`src/hw/rtl/pids_pkg.sv`:
```
// Package for the permutation statistics block: sizes, token type, limits.
package pids_pkg;

  localparam int MAX_DEGREE = 128;
  localparam int VAL_W      = 8;
  localparam int IDX_W      = (MAX_DEGREE > 2) ? $clog2(MAX_DEGREE) : 1;
  localparam int CMP_W      = (IDX_W > VAL_W) ? IDX_W : VAL_W;
  localparam int INV_W      = 13;
  localparam int DES_W      = 7;
  localparam int MAJ_W      = 13;
  localparam int INV_SUM_W  = ((IDX_W > INV_W) ? IDX_W : INV_W) + 1;

  localparam logic [VAL_W-1:0] DEGREE_RESET = 8'd128;
  localparam logic [VAL_W-1:0] DEG_CAP =
    (MAX_DEGREE > 255) ? 8'd255 : VAL_W'(MAX_DEGREE);

  localparam logic [INV_W-1:0] INV_MAX = '1;
  localparam logic [DES_W-1:0] DES_MAX = '1;
  localparam logic [MAJ_W-1:0] MAJ_MAX = '1;

  // One entry as it travels along the cell chain.
  typedef struct packed {
    logic             vld;
    logic             last;
    logic             ok;
    logic [VAL_W-1:0] value;
    logic [VAL_W-1:0] n;
    logic [IDX_W-1:0] above;
  } pids_tok_t;

endpackage

```
`src/hw/rtl/pids_cell.sv`:
```
// One chain cell: owns the seen bit of one value and counts it for passing entries.
module pids_cell (
  input  logic                   clk_i,
  input  logic                   rst_ni,
  input  logic                   adv_i,
  input  logic [pids_pkg::IDX_W-1:0] idx_i,
  input  pids_pkg::pids_tok_t    tok_i,
  output pids_pkg::pids_tok_t    tok_o
);
  import pids_pkg::*;

  logic      seen_q, seen_d;
  pids_tok_t tok_q, tok_d;
  logic      hit;
  logic      above_hit;

  assign hit       = tok_i.vld && (CMP_W'(tok_i.value) == CMP_W'(idx_i));
  assign above_hit = tok_i.vld && seen_q
                     && (CMP_W'(idx_i) > CMP_W'(tok_i.value))
                     && (CMP_W'(idx_i) < CMP_W'(tok_i.n));

  always_comb begin
    tok_d       = tok_i;
    tok_d.ok    = tok_i.ok && !(hit && seen_q);
    tok_d.above = tok_i.above + IDX_W'(above_hit);
    seen_d      = seen_q;
    // the final entry of a permutation wipes the map behind it
    if (tok_i.vld && tok_i.last) begin
      seen_d = 1'b0;
    end else if (hit && tok_i.ok) begin
      seen_d = 1'b1;
    end
  end

  always_ff @(posedge clk_i or negedge rst_ni) begin
    if (!rst_ni) begin
      seen_q <= 1'b0;
      tok_q  <= '0;
    end else if (adv_i) begin
      seen_q <= seen_d;
      tok_q  <= tok_d;
    end
  end

  assign tok_o = tok_q;

endmodule

```
`config.mk`:
```
export PLATFORM = sky130hd
export DESIGN_NAME = pids_cell
export DESIGN_NICKNAME = d
export VERILOG_FILES = /design/src/hw/rtl/pids_pkg.sv /design/src/hw/rtl/pids_cell.sv
export SDC_FILE = /design/constraint.sdc
export NUM_CORES = 1
export LEC_CHECK = 0
export ABC_AREA = 1
export BUFFER_PORTS_ARGS = -buffer_cell sky130_fd_sc_hd__buf_2
export CORE_ASPECT_RATIO = 1.75
export CORE_MARGIN = 2
export CORE_UTILIZATION = 51
export DETAILED_ROUTE_END_ITERATION = 8
export PLACE_DENSITY = 0.91
export SLEW_MARGIN = 20
export SYNTH_ARGS = -nofsm -noshare
export SYNTH_HDL_FRONTEND = slang
export SYNTH_SLANG_ARGS = --single-unit
```
`constraint.sdc`:
```
create_clock -name clk_i -period 2.9 [get_ports clk_i]
set_input_delay 0.145 -clock clk_i [delete_from_list [all_inputs] [get_ports clk_i]]
set_output_delay 0.145 -clock clk_i [all_outputs]
set_load 0.01 [all_outputs]
```
==> impl_summary.md <==
Timing
Dividing the final minimum period by the clock period gives 0.6345. Between clock sinks in the finished design, the worst skew comes to 0.001349 ns. The count of endpoints failing hold in the final timing report is 0.

Subtracting the final worst setup slack from the clock period gives 1.840 ns. The total negative slack is 0 ns. Setup violations remaining at the end of the flow were counted as 0. Setup repair after global routing left no endpoint under its margin. The headroom to the max-slew limit is 0.5983. The count of pins over their slew limit is 0. The slew at the pin closest to its max-slew limit is 0.6026 ns.

Timing would allow up to 543.5 MHz.

Pwr
The part of the power in the clock network is 0.258. The completed layout was analyzed and its total power is 0.8199 mW. The peak supply drop is 0.2885 mV. The part of the power in registers is 0.519.

The switching power of the nets is 0.2358 mW. The part of the power in combinational logic is 0.223. The power density relative to cell area is 438.3 nW/um2. Of the total power, the share spent switching nets is 0.2876. The internal portion of the total power is 0.5841 mW. In this run the static leakage power is 1.113 nW.

CTS
The maximum level of the CTS H-tree is 1. The later pin in the worst-skew pair is clocked with a latency of 0.27 ns. The longest clock path from root to sink contains 2 buffers.

The post-CTS repair timing setup buffer count is 0. The cell at the root of the clock tree is clkbuf_8. The number of clock sinks is 27.

The clock-pin transition on the worst setup and hold timing paths is 0.09 ns. Clock tree synthesis inserted a total of 3 buffers. TritonCTS built the clock tree.

GRT
The initial antenna violation count is 0. The number of global-route vias before repair is 1,373. The largest net degree at the start of global routing is 44. Across every metal layer, demand over resource in global routing totals 0.2062. The global-route congestion overflow total is 0.

The global-route wire length before repair is 5513 um.

Logic synthesis
Of the total synthesized cell area, the portion taken by full adders, half adders and majority gates is 0.1234. Sorting the synthesized cells by area gives the leading types as dfrtp_1, nand2_1, ha_1. By area, the combinational part of the netlist is dominated by simple AND/OR/NAND/NOR gates. The number of different library cells used by synthesis comes to 23. Measured against the total synthesized area, the mux share comes to 0. The area share of the leading cell type in the synthesized netlist is 0.4441. Of the total synthesized cell area, the portion taken by XOR and XNOR cells is 0. Each instance of the synthesized netlist takes up on average 8.093 um2. The sequential area share after synthesis is 0.4441.

Of the total synthesized cell area, the portion taken by AND, OR, NAND and NOR gates is 0.2237. The flip-flop and latch count after synthesis is 27. The post-synth design cell area is 1521 um2. The dominant cell type by area after synthesis is dfrtp_1.

The number of nets handed over by synthesis was 239. The gate count after technology mapping is 188. The area fraction in compound gates after synthesis is 0.1003. The number of warnings printed during yosys synthesis is 0.

Die
The floorplan step defined a die boundary enclosing 3454 um2. The floorplan step defined a core boundary enclosing 2895 um2. The die is 45.29 um wide. The site row count is 26. The initial standard-cell utilization of the core is 0.5255. The top-level I/O count is 62.

The floorplan step set the die height to 76.26 um.

Critical path
The worst reg-to-reg path cell count is 13. The required time of the critical path is 3.07 ns. Across all register-to-register paths, the minimum setup slack is 1.06 ns.

The kind of end point of the critical path is a register. The nature of the critical path startpoint is a register. Data on the critical path arrives at its endpoint at 2.01 ns.

The end of the critical path is tok_o[6]$_DFFE_PN0P_. The startpoint of the lowest-slack register-to-register path is seen_q$_DFFE_PN0P_. The launch point of the worst path is seen_q$_DFFE_PN0P_.

The critical path is of the reg2reg type. Along the worst path, the maximum fanout reaches 4. The capture point of the worst reg-to-reg path is tok_o[6]$_DFFE_PN0P_.

Routing
The first routing iteration left 31 violations. The post-detailed-route wirelength per cell is 11.84 um. The number of vias per cell after detailed routing is 5.018. The remaining number of nets flagged by the antenna check after routing is 0. After detailed routing, the number of remaining DRC violations is 0.

The length of the first detailed-routing pass in iterations is 4. The total wire length is 3280 um. The count of vias placed by the detailed router is 1,390.

Finish
Leaving out fill and tap cells, the most frequent cells in the layout are nand2_1, buf_2, dfrtp_1. The post-route core utilization is 0.6461. The number of antenna repair diodes is 0.

Leaving out fill and tap cells, the most frequent cell in the layout is nand2_1. The multi-input combinational cells in the finished layout cover a total of 680.7 um2. The footprint of the flip-flops and latches is 675.6 um2. The number of nets in the layout is 301. The signed area change from the synthesized netlist to the final layout is 22.94%.

The count of fill cells added during filler insertion is 262. Of the cells placed in the final design, the portion with a size suffix greater than 1 is 0.2932.

Place
Detailed placement finished with a half-perimeter wire length of 2648 um. The count of buffers inserted at the top-level ports is 61. The congestion estimate from routability-driven global placement came to 0.7666.

Worst hold path
The startpoint identified for the worst hold timing path is tok_i[7]. The classification of the worst-slack hold path is in2reg.

Run
The count of max-cap constraint violations is 0.

Outcome
The run finished with clean final reports.
[worst max-delay path: stages (launching register included)]
cell and delay (ns):
dfrtp_1 0.37, inv_1 0.05, a21oi_1 0.13, nand3_1 0.10
nor2_1 0.09, nand2_1 0.06, nor2_1 0.08, ha_1 0.19
ha_1 0.21, nand4_1 0.15, nor2_1 0.12, nand2_1 0.06
nand3_1 0.08, nand2_1 0.05
[worst min path at each step]
stage / slack (ns) / cells past startpoint / endpoint
final: 0.09 / 3 / tok_o[7]$_DFFE_PN0P_
after global routing: 0.10 / 3 / tok_o[7]$_DFFE_PN0P_
after CTS: 0.08 / 3 / tok_o[7]$_DFFE_PN0P_
after detailed placement: 0.19 / 1 / tok_o[13]$_DFFE_PN0P_
after global placement: 0.18 / 1 / tok_o[24]$_DFFE_PN0P_
after floorplan: -0.15 / 0 / seen_q$_DFFE_PN0P_
[cell families after synthesis]
family                   after synthesis
buffers and inverters                 36
flip-flops                            27
AND/OR/NAND/NOR                       82
adder cells (fa/ha/maj)               15
AO/OA/AOI/OAI                         28
[timing repair]
item,4_1_cts,5_1_grt
gates resized for setup,0,0
endpoints found under the hold margin,27,0
hold buffers,1,0
[per-layer routing]
layer	GRT usage	part of all wire	wire length, um	vias up
met1	0.2198	0.39	1292	612
met5	0	0	0	-
met3	0.02133	0.039	127	12
met2	0.3729	0.54	1760	51
met4	0.1000	0.030	100	0
li1	-	-	-	715
[cell usage after synthesis]
cell and n:
a31o_2 1, inv_4 1, o21ai_0 1, ha_1 15
inv_2 4, buf_8 1, o21bai_1 1, a22oi_1 1
nor2_1 7, nand2_1 62, a22o_1 1, nand3_1 8
inv_1 26, buf_4 2, nand4_1 2, nand3_2 1
o21ai_1 16, buf_2 1, buf_6 1, nand4_2 1
dfrtp_1 27, nor2_2 1, a21oi_1 7
[registers in the layout, summed over array words and instances (netlist names)]
register,flops
seen_q,1
tok_o,26
[metrics by stage]
step	instance area (um2)	worst slack, ns	std cells	hold WS [ns]
finish	1871	1.060	277	0.08831
detailed placement	1815	0.8335	272	0.1854
CTS	1871	1.044	277	0.08425
global route	1871	0.7721	277	0.1031
floorplan	1521	1.152	188	-0.1506
global placement	1815	0.9460	272	0.1810
[power groups by stage]
stage	clock network (mW)	registers, mW	logic, mW
5_1_grt	0.229	0.430	0.209
3_3_place_gp	0	0.432	0.177
3_5_place_dp	0	0.433	0.184
2_1_floorplan	0	0.450	0.0846
4_1_cts	0.217	0.426	0.185
6_report	0.211	0.426	0.183
[cell type report]
class | count | area share
tap | 28 | 0.01873
inverter | 31 | 0.06355
timing repair buffer | 62 | 0.1686
multi-input combinational | 125 | 0.3639
sequential | 27 | 0.3612
clock buffer | 4 | 0.02408
Note: power is estimated with default switching activity, not from simulation.
