[src/hw/rtl/pids_pkg.sv]
// Package for the permutation statistics block: sizes, token type, limits.
package pids_pkg;

  localparam int MAX_DEGREE = 128;
  localparam int VAL_W      = 8;
  localparam int IDX_W      = (MAX_DEGREE > 2) ? $clog2(MAX_DEGREE) : 1;
  localparam int CMP_W      = (IDX_W > VAL_W) ? IDX_W : VAL_W;
  localparam int INV_W      = 13;
  localparam int DES_W      = 7;
  localparam int MAJ_W      = 13;
  localparam int INV_SUM_W  = ((IDX_W > INV_W) ? IDX_W : INV_W) + 1;

  localparam logic [VAL_W-1:0] DEGREE_RESET = 8'd128;
  localparam logic [VAL_W-1:0] DEG_CAP =
    (MAX_DEGREE > 255) ? 8'd255 : VAL_W'(MAX_DEGREE);

  localparam logic [INV_W-1:0] INV_MAX = '1;
  localparam logic [DES_W-1:0] DES_MAX = '1;
  localparam logic [MAJ_W-1:0] MAJ_MAX = '1;

  // One entry as it travels along the cell chain.
  typedef struct packed {
    logic             vld;
    logic             last;
    logic             ok;
    logic [VAL_W-1:0] value;
    logic [VAL_W-1:0] n;
    logic [IDX_W-1:0] above;
  } pids_tok_t;

endpackage

[src/hw/rtl/pids_if.sv]
// Stream interfaces for the entry, result and configuration channels.
interface pids_in_if;
  import pids_pkg::*;
  logic             valid;
  logic             ready;
  logic [VAL_W-1:0] entry_value;
  modport source (output valid, entry_value, input ready);
  modport sink   (input valid, entry_value, output ready);
endinterface


interface pids_cfg_if;
  import pids_pkg::*;
  logic             valid;
  logic             ready;
  logic [VAL_W-1:0] data;
  modport source (output valid, data, input ready);
  modport sink   (input valid, data, output ready);
endinterface

[src/hw/rtl/pids_front.sv]
// Front end: degree register, position counter and chain token creation.
module pids_front (
  input  logic                clk_i,
  input  logic                rst_ni,
  pids_cfg_if.sink            cfg_i,
  pids_in_if.sink             ent_i,
  input  logic                adv_i,
  output pids_pkg::pids_tok_t tok_o
);
  import pids_pkg::*;

  logic [VAL_W-1:0] degree_q, degree_d;
  logic [VAL_W-1:0] pos_q, pos_d;
  logic [VAL_W-1:0] n_eff;
  logic             last;
  logic             accept;

  assign cfg_i.ready = 1'b1;
  assign ent_i.ready = adv_i;
  assign accept      = ent_i.valid && adv_i;

  always_comb begin
    if (degree_q == '0) begin
      n_eff = VAL_W'(1);
    end else if (degree_q > DEG_CAP) begin
      n_eff = DEG_CAP;
    end else begin
      n_eff = degree_q;
    end
  end

  assign last = ({1'b0, pos_q} + 9'd1) >= {1'b0, n_eff};

  always_comb begin
    degree_d = cfg_i.valid ? cfg_i.data : degree_q;
    pos_d    = pos_q;
    if (accept) begin
      pos_d = last ? '0 : pos_q + VAL_W'(1);
    end
  end

  always_comb begin
    tok_o.vld   = accept;
    tok_o.last  = last;
    tok_o.ok    = ent_i.entry_value < n_eff;
    tok_o.value = ent_i.entry_value;
    tok_o.n     = n_eff;
    tok_o.above = '0;
  end

  always_ff @(posedge clk_i or negedge rst_ni) begin
    if (!rst_ni) begin
      degree_q <= DEGREE_RESET;
      pos_q    <= '0;
    end else begin
      degree_q <= degree_d;
      pos_q    <= pos_d;
    end
  end

endmodule

[src/flat_wrapper.sv]
// flat-port wrapper written by rule: the top's interface ports become plain ports
module pids_front_flat import pids_pkg::*;
  (clk_i, rst_ni, adv_i, tok_o, cfg_i_valid, cfg_i_data, cfg_i_ready, ent_i_valid, ent_i_entry_value, ent_i_ready);
  pids_cfg_if cfg_i_i ();
  pids_in_if ent_i_i ();
  input  logic clk_i;
  input  logic rst_ni;
  input  logic adv_i;
  output pids_pkg::pids_tok_t tok_o;
  input wire logic [$bits(cfg_i_i.valid)-1:0] cfg_i_valid;
  input wire logic [$bits(cfg_i_i.data)-1:0] cfg_i_data;
  output wire logic [$bits(cfg_i_i.ready)-1:0] cfg_i_ready;
  input wire logic [$bits(ent_i_i.valid)-1:0] ent_i_valid;
  input wire logic [$bits(ent_i_i.entry_value)-1:0] ent_i_entry_value;
  output wire logic [$bits(ent_i_i.ready)-1:0] ent_i_ready;
  assign cfg_i_i.valid = cfg_i_valid;
  assign cfg_i_i.data = cfg_i_data;
  assign cfg_i_ready = cfg_i_i.ready;
  assign ent_i_i.valid = ent_i_valid;
  assign ent_i_i.entry_value = ent_i_entry_value;
  assign ent_i_ready = ent_i_i.ready;
  pids_front u_core (.clk_i(clk_i), .rst_ni(rst_ni), .cfg_i(cfg_i_i), .ent_i(ent_i_i), .adv_i(adv_i), .tok_o(tok_o));
endmodule
[config.mk]
export PLATFORM = sky130hd
export DESIGN_NAME = pids_front_flat
export DESIGN_NICKNAME = d
export VERILOG_FILES = /design/src/hw/rtl/pids_pkg.sv /design/src/hw/rtl/pids_if.sv /design/src/hw/rtl/pids_front.sv /design/src/flat_wrapper.sv
export SDC_FILE = /design/constraint.sdc
export NUM_CORES = 1
export LEC_CHECK = 0
export BUFFER_PORTS_ARGS = -buffer_cell sky130_fd_sc_hd__buf_2
export CAP_MARGIN = 0
export CORE_MARGIN = 1.5
export CORE_UTILIZATION = 30
export CTS_BUF_LIST = sky130_fd_sc_hd__clkbuf_4 sky130_fd_sc_hd__clkbuf_8 sky130_fd_sc_hd__clkbuf_16
export CTS_CLUSTER_DIAMETER = 150
export DETAILED_ROUTE_END_ITERATION = 8
export HOLD_SLACK_MARGIN = 0.15
export PLACE_DENSITY = 0.61
export SKIP_CTS_REPAIR_TIMING = 1
export SYNTH_ARGS = -nofsm -noshare
export SYNTH_HDL_FRONTEND = slang
export SYNTH_SLANG_ARGS = --single-unit
[constraint.sdc]
create_clock -name clk_i -period 3.2 [get_ports clk_i]
set_clock_uncertainty 0.05 [all_clocks]
set_input_delay 0 -clock clk_i [delete_from_list [all_inputs] [get_ports clk_i]]
set_output_delay 0 -clock clk_i [all_outputs]
set_load 0.02 [all_outputs]
==> impl_metrics.env <==
export IMPL_status="finished, final reports clean"
export IMPL_synth_area_leaders="dfrtp_1, ha_1, buf_4, mux2_2, nand2_1"
export IMPL_fin_nets=227
export IMPL_rsz0062_at_grt="false"
export IMPL_avgRoutedWirePerCell_um=11.57
export IMPL_setup_violations=0
export IMPL_chipHeight_um=68.99
export IMPL_ys_warn_count=0
export IMPL_slew_viol_final=0
export IMPL_rows=23
export IMPL_ys_seq_area_frac=0.3075
export IMPL_synth_area_um2=1306
export IMPL_multi_input_area_um2=739.5
export IMPL_grt_use_total=0.1209
export IMPL_drive_gt1_frac=0.3016
export IMPL_min_period_ps=2800
export IMPL_hold_viol_final=0
export IMPL_port_buffers=40
export IMPL_seqCellArea_um2=401.6
export IMPL_fmax_mhz=357.1
export IMPL_design_power_total_uw=813.0
export IMPL_die_area_um2=4759
export IMPL_mostFrequentLayoutCell="buf_2"
export IMPL_leakage_nw=0.8826
export IMPL_start_util=0.3197
export IMPL_dp_hpwl_um=2077
export IMPL_powerDensity_nw_per_um2=484.9
export IMPL_arrival_ps=2750
export IMPL_syn_inst=142
export IMPL_syn2layout_area_growth_pct=28.35
export IMPL_ios=49
export IMPL_yosys_area_top_type_share=0.2874
export IMPL_critPathKind="register to output port"
export IMPL_gp_congestion=0.7869
export IMPL_hp_class="input pin to async pin"
export IMPL_first_pass_iters=4
export IMPL_die_x_um=68.99
export IMPL_worst_setup_path_end_kind="output port"
export IMPL_yosysUniqueCellTypes=33
export IMPL_critPathLaunchType="register"
export IMPL_synth_ff_type="dfrtp_1"
export IMPL_drtAntennaViolNets=0
export IMPL_vdd_drop_max_mv=0.1894
export IMPL_clockRootBuffer="clkbuf_8"
export IMPL_num_fill_cells=423
export IMPL_synth_edf_count=0
export IMPL_path_max_fanout=8
export IMPL_syn_area_per_cell_um2=9.199
export IMPL_drt_wl_total_um=2765
export IMPL_clock_latency_ps=250
export IMPL_cts_tree="done"
export IMPL_clk_pin_slew_ps=60
export IMPL_grt_pass1_wl_um=4098
export IMPL_setup_tns_ps=0
export IMPL_clk_path_buf_depth=2
export IMPL_synth_ff_latch_count=16
export IMPL_grt_max_degree=17
export IMPL_fin_crit_sh=0.8751
export IMPL_overflow=0
export IMPL_drc=0
export IMPL_synth_top_area_cell="dfrtp_1"
export IMPL_async_reset_ff_frac=1.000
export IMPL_insertedDiodeCount=0
export IMPL_drt_iter0_drc=48
export IMPL_critical_path_required_ps=3150
export IMPL_vias_per_cell=4.657
export IMPL_antenna_found_initial=0
export IMPL_vias=1113
export IMPL_drv_cap=0
export IMPL_grt_pass1_vias=918
export IMPL_layout_common_cells="buf_2, nand2_1, dlygate4sd3_1"
export IMPL_core_um2=4086
export IMPL_htreeDepth=1
export IMPL_clkSinkCount=16
export IMPL_numCtsBuffers=3
## sequential cells by signal (all words and copies together) (netlist names)
register / cells
u_core.pos_q: 8
u_core.degree_q: 8
## synth_stat cells (all sizes together) (2+ instances only)
cell type,number
nor2,5
clkbuf,2
xor2,3
inv,8
conb,2
a21oi,3
clkinv,2
nand3,4
xnor2,3
mux2,7
buf,19
nand2,21
and3,2
dfrtp,15
nand2b,2
a21o,4
o21ai,9
o2bb2ai,2
ha,16
## metrics by stage
stage                     setup WS (ps)  area (µm²)  utilization  hold slack (ps)  cells
after floorplan                   708.8        1329            -           -345.6    148
after global placement            544.9        1441       0.3527           -107.7    217
after detailed placement          536.3        1441       0.3527           -110.1    217
after CTS                         369.1        1496       0.3662           -386.5    221
after global routing              180.4        1677       0.4103            190.8    239
final                             399.7        1677       0.4103            150.4    239
## kinds of logic after synthesis
kind of cell             after synthesis  synth area share
XOR/XNOR                               6           0.04024
AO/OA/AOI/OAI                         25            0.1542
AND/OR/NAND/NOR                       39            0.1351
adder cells (fa/ha/maj)               16            0.1533
other                                  2          0.005749
buffers and inverters                 31            0.1437
multiplexers                           7           0.06035
flip-flops                            16            0.3075
## per-layer routing
metal / up-vias / GRT usage / share of wire
met1: 507 / 0.1469 / 0.44
li1: 556 / - / -
met4: 0 / 0.06863 / 0.021
met5: - / 0 / 0
met3: 6 / 0.03084 / 0.081
met2: 44 / 0.1935 / 0.46
## critical path, cell delays in order, from the launching register on
cell and delay (ps):
dfrtp_1 440, nand3_1 140, nor2_1 70, and3_1 180, xnor2_1 270, inv_1 90, ha_1 310, and3_1 220
a221oi_2 250, o21ai_2 110, a31o_4 250, buf_2 160
## worst paths after layout
path | cells past startpoint | slack (ps) | end | startpoint
max | 11 | 400 | tok_o[24] | u_core.pos_q[2]
min | 2 | 150 | u_core.pos_q[6] | rst_ni
max reg2reg | 11 | 530 | u_core.pos_q[7] | u_core.pos_q[2]
min reg2reg | 2 | 500 | u_core.pos_q[1] | u_core.pos_q[1]
max in group asynchronous | 2 | 2630 | u_core.degree_q[7] | rst_ni
min in group clk_i | 2 | 190 | tok_o[18] | ent_i_entry_value[3]
## power breakdown
group          internal (mW)  leakage, nW  total, mW  switching (mW)
Clock                  0.109       0.0288      0.180          0.0709
Combinational          0.164        0.655      0.360           0.196
Sequential             0.236        0.199      0.273          0.0364
Total                  0.509        0.883      0.813           0.304
## final cells by class
type,count,area share
flip-flops and latches,16,0.2396
inverters,10,0.02239
multi-input cells,101,0.4410
clock buffers,4,0.03284
repair buffers,58,0.2269
well taps,50,0.03731
(Power assumes the default switching activity.)
