--- src/hw/rtl/pids_pkg.sv ---
// Package for the permutation statistics block: sizes, token type, limits.
package pids_pkg;

  localparam int MAX_DEGREE = 128;
  localparam int VAL_W      = 8;
  localparam int IDX_W      = (MAX_DEGREE > 2) ? $clog2(MAX_DEGREE) : 1;
  localparam int CMP_W      = (IDX_W > VAL_W) ? IDX_W : VAL_W;
  localparam int INV_W      = 13;
  localparam int DES_W      = 7;
  localparam int MAJ_W      = 13;
  localparam int INV_SUM_W  = ((IDX_W > INV_W) ? IDX_W : INV_W) + 1;

  localparam logic [VAL_W-1:0] DEGREE_RESET = 8'd128;
  localparam logic [VAL_W-1:0] DEG_CAP =
    (MAX_DEGREE > 255) ? 8'd255 : VAL_W'(MAX_DEGREE);

  localparam logic [INV_W-1:0] INV_MAX = '1;
  localparam logic [DES_W-1:0] DES_MAX = '1;
  localparam logic [MAJ_W-1:0] MAJ_MAX = '1;

  // One entry as it travels along the cell chain.
  typedef struct packed {
    logic             vld;
    logic             last;
    logic             ok;
    logic [VAL_W-1:0] value;
    logic [VAL_W-1:0] n;
    logic [IDX_W-1:0] above;
  } pids_tok_t;

endpackage

--- src/hw/rtl/pids_if.sv ---


interface pids_out_if;
  import pids_pkg::*;
  logic             valid;
  logic             ready;
  logic             is_valid;
  logic [INV_W-1:0] inversions;
  logic [DES_W-1:0] descents;
  logic [MAJ_W-1:0] major_sum;
  modport source (output valid, is_valid, inversions, descents, major_sum, input ready);
  modport sink   (input valid, is_valid, inversions, descents, major_sum, output ready);
endinterface


--- src/hw/rtl/pids_tail.sv ---
// Tail: descent and major index tracking, sums, validity and the result register.
module pids_tail (
  input  logic                clk_i,
  input  logic                rst_ni,
  input  pids_pkg::pids_tok_t tok_i,
  output logic                adv_o,
  pids_out_if.source          res_o
);
  import pids_pkg::*;

  logic [INV_W-1:0] inv_q, inv_d;
  logic [DES_W-1:0] des_q, des_d;
  logic [MAJ_W-1:0] maj_q, maj_d;
  logic             flag_q, flag_d;
  logic [VAL_W-1:0] prev_q, prev_d;
  logic [VAL_W-1:0] pos_q, pos_d;

  logic             out_vld_q, out_vld_d;
  logic             out_ok_q;
  logic [INV_W-1:0] out_inv_q;
  logic [DES_W-1:0] out_des_q;
  logic [MAJ_W-1:0] out_maj_q;

  logic [INV_SUM_W-1:0] inv_ext;
  logic [DES_W:0]       des_ext;
  logic [MAJ_W:0]       maj_ext;
  logic [INV_W-1:0]     inv_n;
  logic [DES_W-1:0]     des_n;
  logic [MAJ_W-1:0]     maj_n;
  logic                 flag_n;
  logic                 is_desc;
  logic                 fire;
  logic                 finish;

  // only a finishing entry needs the result register free
  assign adv_o  = !(tok_i.vld && tok_i.last && out_vld_q && !res_o.ready);
  assign fire   = tok_i.vld && adv_o;
  assign finish = fire && tok_i.last;

  always_comb begin
    inv_ext = INV_SUM_W'(inv_q) + INV_SUM_W'(tok_i.above);
    des_ext = {1'b0, des_q} + (DES_W+1)'(1);
    maj_ext = {1'b0, maj_q} + (MAJ_W+1)'(pos_q);
    is_desc = (pos_q != '0) && (prev_q > tok_i.value);
    flag_n  = flag_q && tok_i.ok;
    inv_n   = inv_q;
    if (tok_i.ok) begin
      inv_n = (inv_ext > INV_SUM_W'(INV_MAX)) ? INV_MAX : inv_ext[INV_W-1:0];
    end
    des_n = des_q;
    maj_n = maj_q;
    if (is_desc) begin
      des_n = (des_ext > (DES_W+1)'(DES_MAX)) ? DES_MAX : des_ext[DES_W-1:0];
      maj_n = (maj_ext > (MAJ_W+1)'(MAJ_MAX)) ? MAJ_MAX : maj_ext[MAJ_W-1:0];
    end
  end

  always_comb begin
    inv_d  = inv_q;
    des_d  = des_q;
    maj_d  = maj_q;
    flag_d = flag_q;
    prev_d = prev_q;
    pos_d  = pos_q;
    if (fire) begin
      if (tok_i.last) begin
        inv_d  = '0;
        des_d  = '0;
        maj_d  = '0;
        flag_d = 1'b1;
        prev_d = '0;
        pos_d  = '0;
      end else begin
        inv_d  = inv_n;
        des_d  = des_n;
        maj_d  = maj_n;
        flag_d = flag_n;
        prev_d = tok_i.value;
        pos_d  = pos_q + VAL_W'(1);
      end
    end
  end

  always_comb begin
    out_vld_d = out_vld_q;
    if (finish) begin
      out_vld_d = 1'b1;
    end else if (res_o.ready) begin
      out_vld_d = 1'b0;
    end
  end

  always_ff @(posedge clk_i or negedge rst_ni) begin
    if (!rst_ni) begin
      inv_q     <= '0;
      des_q     <= '0;
      maj_q     <= '0;
      flag_q    <= 1'b1;
      prev_q    <= '0;
      pos_q     <= '0;
      out_vld_q <= 1'b0;
    end else begin
      inv_q     <= inv_d;
      des_q     <= des_d;
      maj_q     <= maj_d;
      flag_q    <= flag_d;
      prev_q    <= prev_d;
      pos_q     <= pos_d;
      out_vld_q <= out_vld_d;
    end
  end

  always_ff @(posedge clk_i) begin
    if (finish) begin
      out_ok_q  <= flag_n;
      out_inv_q <= flag_n ? inv_n : '0;
      out_des_q <= flag_n ? des_n : '0;
      out_maj_q <= flag_n ? maj_n : '0;
    end
  end

  assign res_o.valid      = out_vld_q;
  assign res_o.is_valid   = out_ok_q;
  assign res_o.inversions = out_inv_q;
  assign res_o.descents   = out_des_q;
  assign res_o.major_sum  = out_maj_q;

endmodule

--- src/flat_wrapper.sv ---
// flat-port wrapper written by rule: the top's interface ports become plain ports
module pids_tail_flat import pids_pkg::*;
  (clk_i, rst_ni, tok_i, adv_o, res_o_valid, res_o_is_valid, res_o_inversions, res_o_descents, res_o_major_sum, res_o_ready);
  pids_out_if res_o_i ();
  input  logic clk_i;
  input  logic rst_ni;
  input  pids_pkg::pids_tok_t tok_i;
  output logic adv_o;
  output wire logic [$bits(res_o_i.valid)-1:0] res_o_valid;
  output wire logic [$bits(res_o_i.is_valid)-1:0] res_o_is_valid;
  output wire logic [$bits(res_o_i.inversions)-1:0] res_o_inversions;
  output wire logic [$bits(res_o_i.descents)-1:0] res_o_descents;
  output wire logic [$bits(res_o_i.major_sum)-1:0] res_o_major_sum;
  input wire logic [$bits(res_o_i.ready)-1:0] res_o_ready;
  assign res_o_valid = res_o_i.valid;
  assign res_o_is_valid = res_o_i.is_valid;
  assign res_o_inversions = res_o_i.inversions;
  assign res_o_descents = res_o_i.descents;
  assign res_o_major_sum = res_o_i.major_sum;
  assign res_o_i.ready = res_o_ready;
  pids_tail u_core (.clk_i(clk_i), .rst_ni(rst_ni), .tok_i(tok_i), .adv_o(adv_o), .res_o(res_o_i));
endmodule
--- config.mk ---
export PLATFORM = sky130hd
export DESIGN_NAME = pids_tail_flat
export DESIGN_NICKNAME = d
export VERILOG_FILES = /design/src/hw/rtl/pids_pkg.sv /design/src/hw/rtl/pids_if.sv /design/src/hw/rtl/pids_tail.sv /design/src/flat_wrapper.sv
export SDC_FILE = /design/constraint.sdc
export NUM_CORES = 1
export LEC_CHECK = 0
export ABC_AREA = 1
export ABC_CLOCK_PERIOD_IN_PS = 3390
export BUFFER_PORTS_ARGS = -buffer_cell sky130_fd_sc_hd__buf_4
export CAP_MARGIN = 0
export CORE_UTILIZATION = 59
export DETAILED_ROUTE_END_ITERATION = 8
export GPL_ROUTABILITY_DRIVEN = 1
export PLACE_DENSITY = 0.81
export REMOVE_ABC_BUFFERS = 1
export SLEW_MARGIN = 40
export SYNTH_ARGS = -nofsm -noshare
export SYNTH_HDL_FRONTEND = slang
export SYNTH_SLANG_ARGS = --single-unit
--- constraint.sdc ---
create_clock -name clk_i -period 3.39 [get_ports clk_i]
set_input_delay 0.1695 -clock clk_i [delete_from_list [all_inputs] [get_ports clk_i]]
set_output_delay 0.1695 -clock clk_i [all_outputs]
set_load 0.01 [all_outputs]
==> parameters.txt <==
Parameter                              Value

Worst hold path
  Worst min path class ... in2reg
  Worst hold path depth ... 2

Die
  Die width ... 95.3 µm
  Starting density of the core ... 61.9%
  I/O pin count ... 65
  Std cell rows ... 33
  Area of the core ... 8300 µm²
  Die height ... 95.3 µm
  Die footprint ... 9080 µm²

Cells and area
  Number of standard cells in the final layout excluding fillers ... 809
  Final layout net count ... 756
  Antenna diodes ... 0
  Filler instances ... 670
  Area Overhead vs Synth ... 13.5%
  Post-layout instance area ... 5830 µm²
  Utilization after layout ... 70.2%
  Fraction of layout cells with a size suffix above 1 ... 16.5%

STA
  Final hold slack ... 0.00725 ns
  Transition at the pin with the smallest max-transition slack ... 0.846 ns
  Worst setup margin ... 1.16 ns
  Maximum clock rate ... 448 MHz
  Tmin final ... 2.23 ns
  Final Slew Violations ... 0
  Sum of negative setup slack ... 0 ns
  Post-route fraction of the period consumed by the critical path ... 65.9%
  Final setup violating endpoints ... 0
  Relative slew margins ... 43.6%
  Max Clock Skew ... 0.0134 ns
  Final hold violation count ... 0
  Setup repair after global routing missed its margin ... no

Logic synthesis
  Warnings, synthesis ... 0
  Most frequent cells after synthesis ... nand2_1 (210), inv_1 (67), dfrtp_1 (50), nor2_1 (50), nand3_1 (41)
  Post-synth top area cell ... dfrtp_1
  Post-synth top area share ... 24.4%
  Share of the yosys chip area belonging to registers ... 44.8%
  Most used flip-flop cell after synthesis ... dfrtp_1
  Main area contributors after synthesis ... dfrtp_1 (24%), edfxtp_1 (20%), nand2_1 (15%)
  Total standard cell area after synthesis ... 5130 µm²
  Unique cell type count in the Yosys netlist ... 43
  Share of flip-flops with an asynchronous set or reset ... 60.0%
  Most common cell in the synthesized netlist ... nand2_1
  Post-synthesis average cell area ... 7.96 µm²
  Cell count after synthesis ... 645
  FF+latch count, synth ... 85
  Post-synth EDFFs ... 34

Critical path
  Required time at the endpoint of the critical path ... 3.46 ns
  Worst reg2reg path depth ... 13
  Register-to-Register Setup Slack ... 1.16 ns
  Category of the most critical setup path ... reg2reg
  Largest fanout on the critical path ... 5
  Cell at the slowest stage of the critical path ... dfrtp_1
  Launch instance of the worst register-to-register path ... u_core.pos_q[0]$_DFFE_PN0P_
  Largest stage delay on the critical path ... 0.44 ns
  Crit path to ... u_core.res_o.major_sum[12]$_SDFFCE_PN0P_
  Arrival time at the worst endpoint ... 2.31 ns
  Category of the worst setup path launch point ... flip-flop
  Most Frequent Cell on Critical Path ... nand2_1
  CP Launch Point ... u_core.pos_q[0]$_DFFE_PN0P_
  RR Endpoint ... u_core.res_o.major_sum[12]$_SDFFCE_PN0P_
  Ordered cell list for the critical path ... ha_1 -> inv_1 -> fa_1 -> inv_1 -> nand3_1 -> nand3_1 -> nand3_1 -> nand2_1 -> nand2_1 -> nand2_1 -> nand2_1 -> nand2_1 -> a21oi_1
  Type of destination of the critical path ... flip-flop

Placement
  Placement Cell Area ... 5620 µm²
  Final HPWL from detailed placement ... 7840 µm
  RePlAce Congestion ... 0.914
  Count of input and output buffers ... 56
  Inst Count DP ... 792
  Post-Place Setup Slack ... 1.21 ns

Pwr
  Total power after layout ... 2.58 mW
  Leakage dissipation ... 2.92 nW
  Pwr/cell area ... 443 nW/µm²
  Peak ir drop on the vdd network ... 251 µV

Global routing
  Met1 capacity usage during global routing ... 33.3%
  Wire length of the first global-routing pass ... 18500 µm
  Layer carrying the most global-route usage ... met2
  Number of antenna violations at the first check in global routing ... 0
  Pin count of the biggest net entering global routing ... 52
  Met3 global-route usage ... 4.94%
  Combined global-route utilization of all metal layers ... 26.4%
  Final global-route overflow total ... 0
  GR Util met2 ... 45.3%
  Number of global-route vias before repair ... 4162

Routing
  Count of antenna-violating nets left after detailed routing ... 0
  Count of TritonRoute iterations in the first routing pass ... 5
  Number of vias per cell after detailed routing ... 5.43
  Remaining design rule violation count ... 0
  Detailed Route WL ... 11000 µm
  Iter 0 DRT Violations ... 230
  Via count of the routed design ... 4389
  WL per Instance ... 13.6 µm

Clock network
  Clock Latency Late Sink ... 0.36 ns
  Root buffer cell ... clkbuf_8
  Post-cts gate resize count ... 0
  Number of buffers on the longest clock path ... 2
  Number of buffers inserted to repair setup after CTS ... 0
  TritonCTS Buffers ... 9
  Clock-pin slew reported for the worst setup and hold paths after clock tree synthesis ... 0.09 ns
  H-tree depth reported by CTS ... 3
  Sink Count ... 85
  CTS tree ... built

Run
  Max-capacitance violation count ... 0

Status
  Result of the run ... complete, no violations
-- area by class of cell --
type | count | area, µm² | area share, %
clock inverters | 7 | 75.1 | 1.29
clock buffers | 9 | 124 | 2.13
multi-input cells | 463 | 2430 | 41.8
repair buffers | 61 | 460 | 7.90
inverters | 79 | 304 | 5.22
flip-flops and latches | 85 | 2300 | 39.4
well taps | 105 | 131 | 2.25
-- placed cells by master, fill, tap and decap left out, types with 3 or more instances in the layout --
| master | count |
|---|---|
| xnor2_1 | 5 |
| a21oi_1 | 21 |
| o21ai_0 | 26 |
| dfrtp_1 | 50 |
| buf_4 | 60 |
| ha_1 | 26 |
| xor2_1 | 8 |
| o21ai_2 | 4 |
| nand3_2 | 3 |
| o21ai_1 | 16 |
| clkbuf_8 | 9 |
| nand2_1 | 210 |
| nand2_2 | 4 |
| nor3_1 | 3 |
| nand4_1 | 13 |
| o211ai_1 | 5 |
| inv_2 | 10 |
| nand3b_1 | 3 |
| nand3_1 | 41 |
| nor2_1 | 48 |
| edfxtp_1 | 34 |
| inv_1 | 67 |
| nor2_2 | 8 |
-- state kept, by name, summed over array words and instances, names as in the netlist, 7 cells and up --
register                 cells
u_core.maj_q                13
u_core.res_o.descents        7
u_core.inv_q                13
u_core.pos_q                 8
u_core.des_q                 7
u_core.res_o.inversions     13
u_core.res_o.major_sum      13
u_core.prev_q                8
-- worst min path at each step --
stage,startpoint,end,slack (ns)
floorplan,rst_ni,u_core.des_q[0]$_DFFE_PN0P_,-0.13
global placement,rst_ni,u_core.inv_q[5]$_DFFE_PN0P_,0.25
detailed placement,rst_ni,u_core.inv_q[5]$_DFFE_PN0P_,0.26
CTS,res_o_ready,u_core.res_o.valid$_DFFE_PN0P_,0.002
global route,res_o_ready,u_core.res_o.valid$_DFFE_PN0P_,0.03
finish,res_o_ready,u_core.res_o.valid$_DFFE_PN0P_,0.007
-- report_power, final --
part,total (mW),switching (mW),internal (mW)
registers,1.24,0.0740,1.16
clock network,0.733,0.389,0.344
logic,0.608,0.380,0.228
-- logic make-up after synthesis --
family | Yosys count | share of synthesized area, %
compound gates | 77 | 8.26
xor+xnor | 13 | 2.22
fa+ha+maj | 28 | 7.12
buf+inv | 97 | 8.04
flops | 85 | 44.8
simple gates | 345 | 29.6
-- repair_timing --
item	in CTS	in global routing
hold buffers	1	0
setup endpoints to repair	0	0
endpoints found under the hold margin	50	0
-- routing by layer --
metal	vias up	wire length (µm)	part of all wire, %
met5	-	0	0
met4	0	166	1.5
met3	16	509	4.6
met2	125	5420	49
met1	2057	4930	45
li1	2191	-	-
-- worst max-delay path: cells and delay by family, from the launching register on --
family	cells	cell delay, ns
AO/OA/AOI/OAI	1	0.07
adder cells (fa/ha/maj)	2	0.62
buffers and inverters	2	0.16
flip-flops	1	0.44
AND/OR/NAND/NOR	8	0.67
No activity file was read; power rests on OpenSTA's default activity.
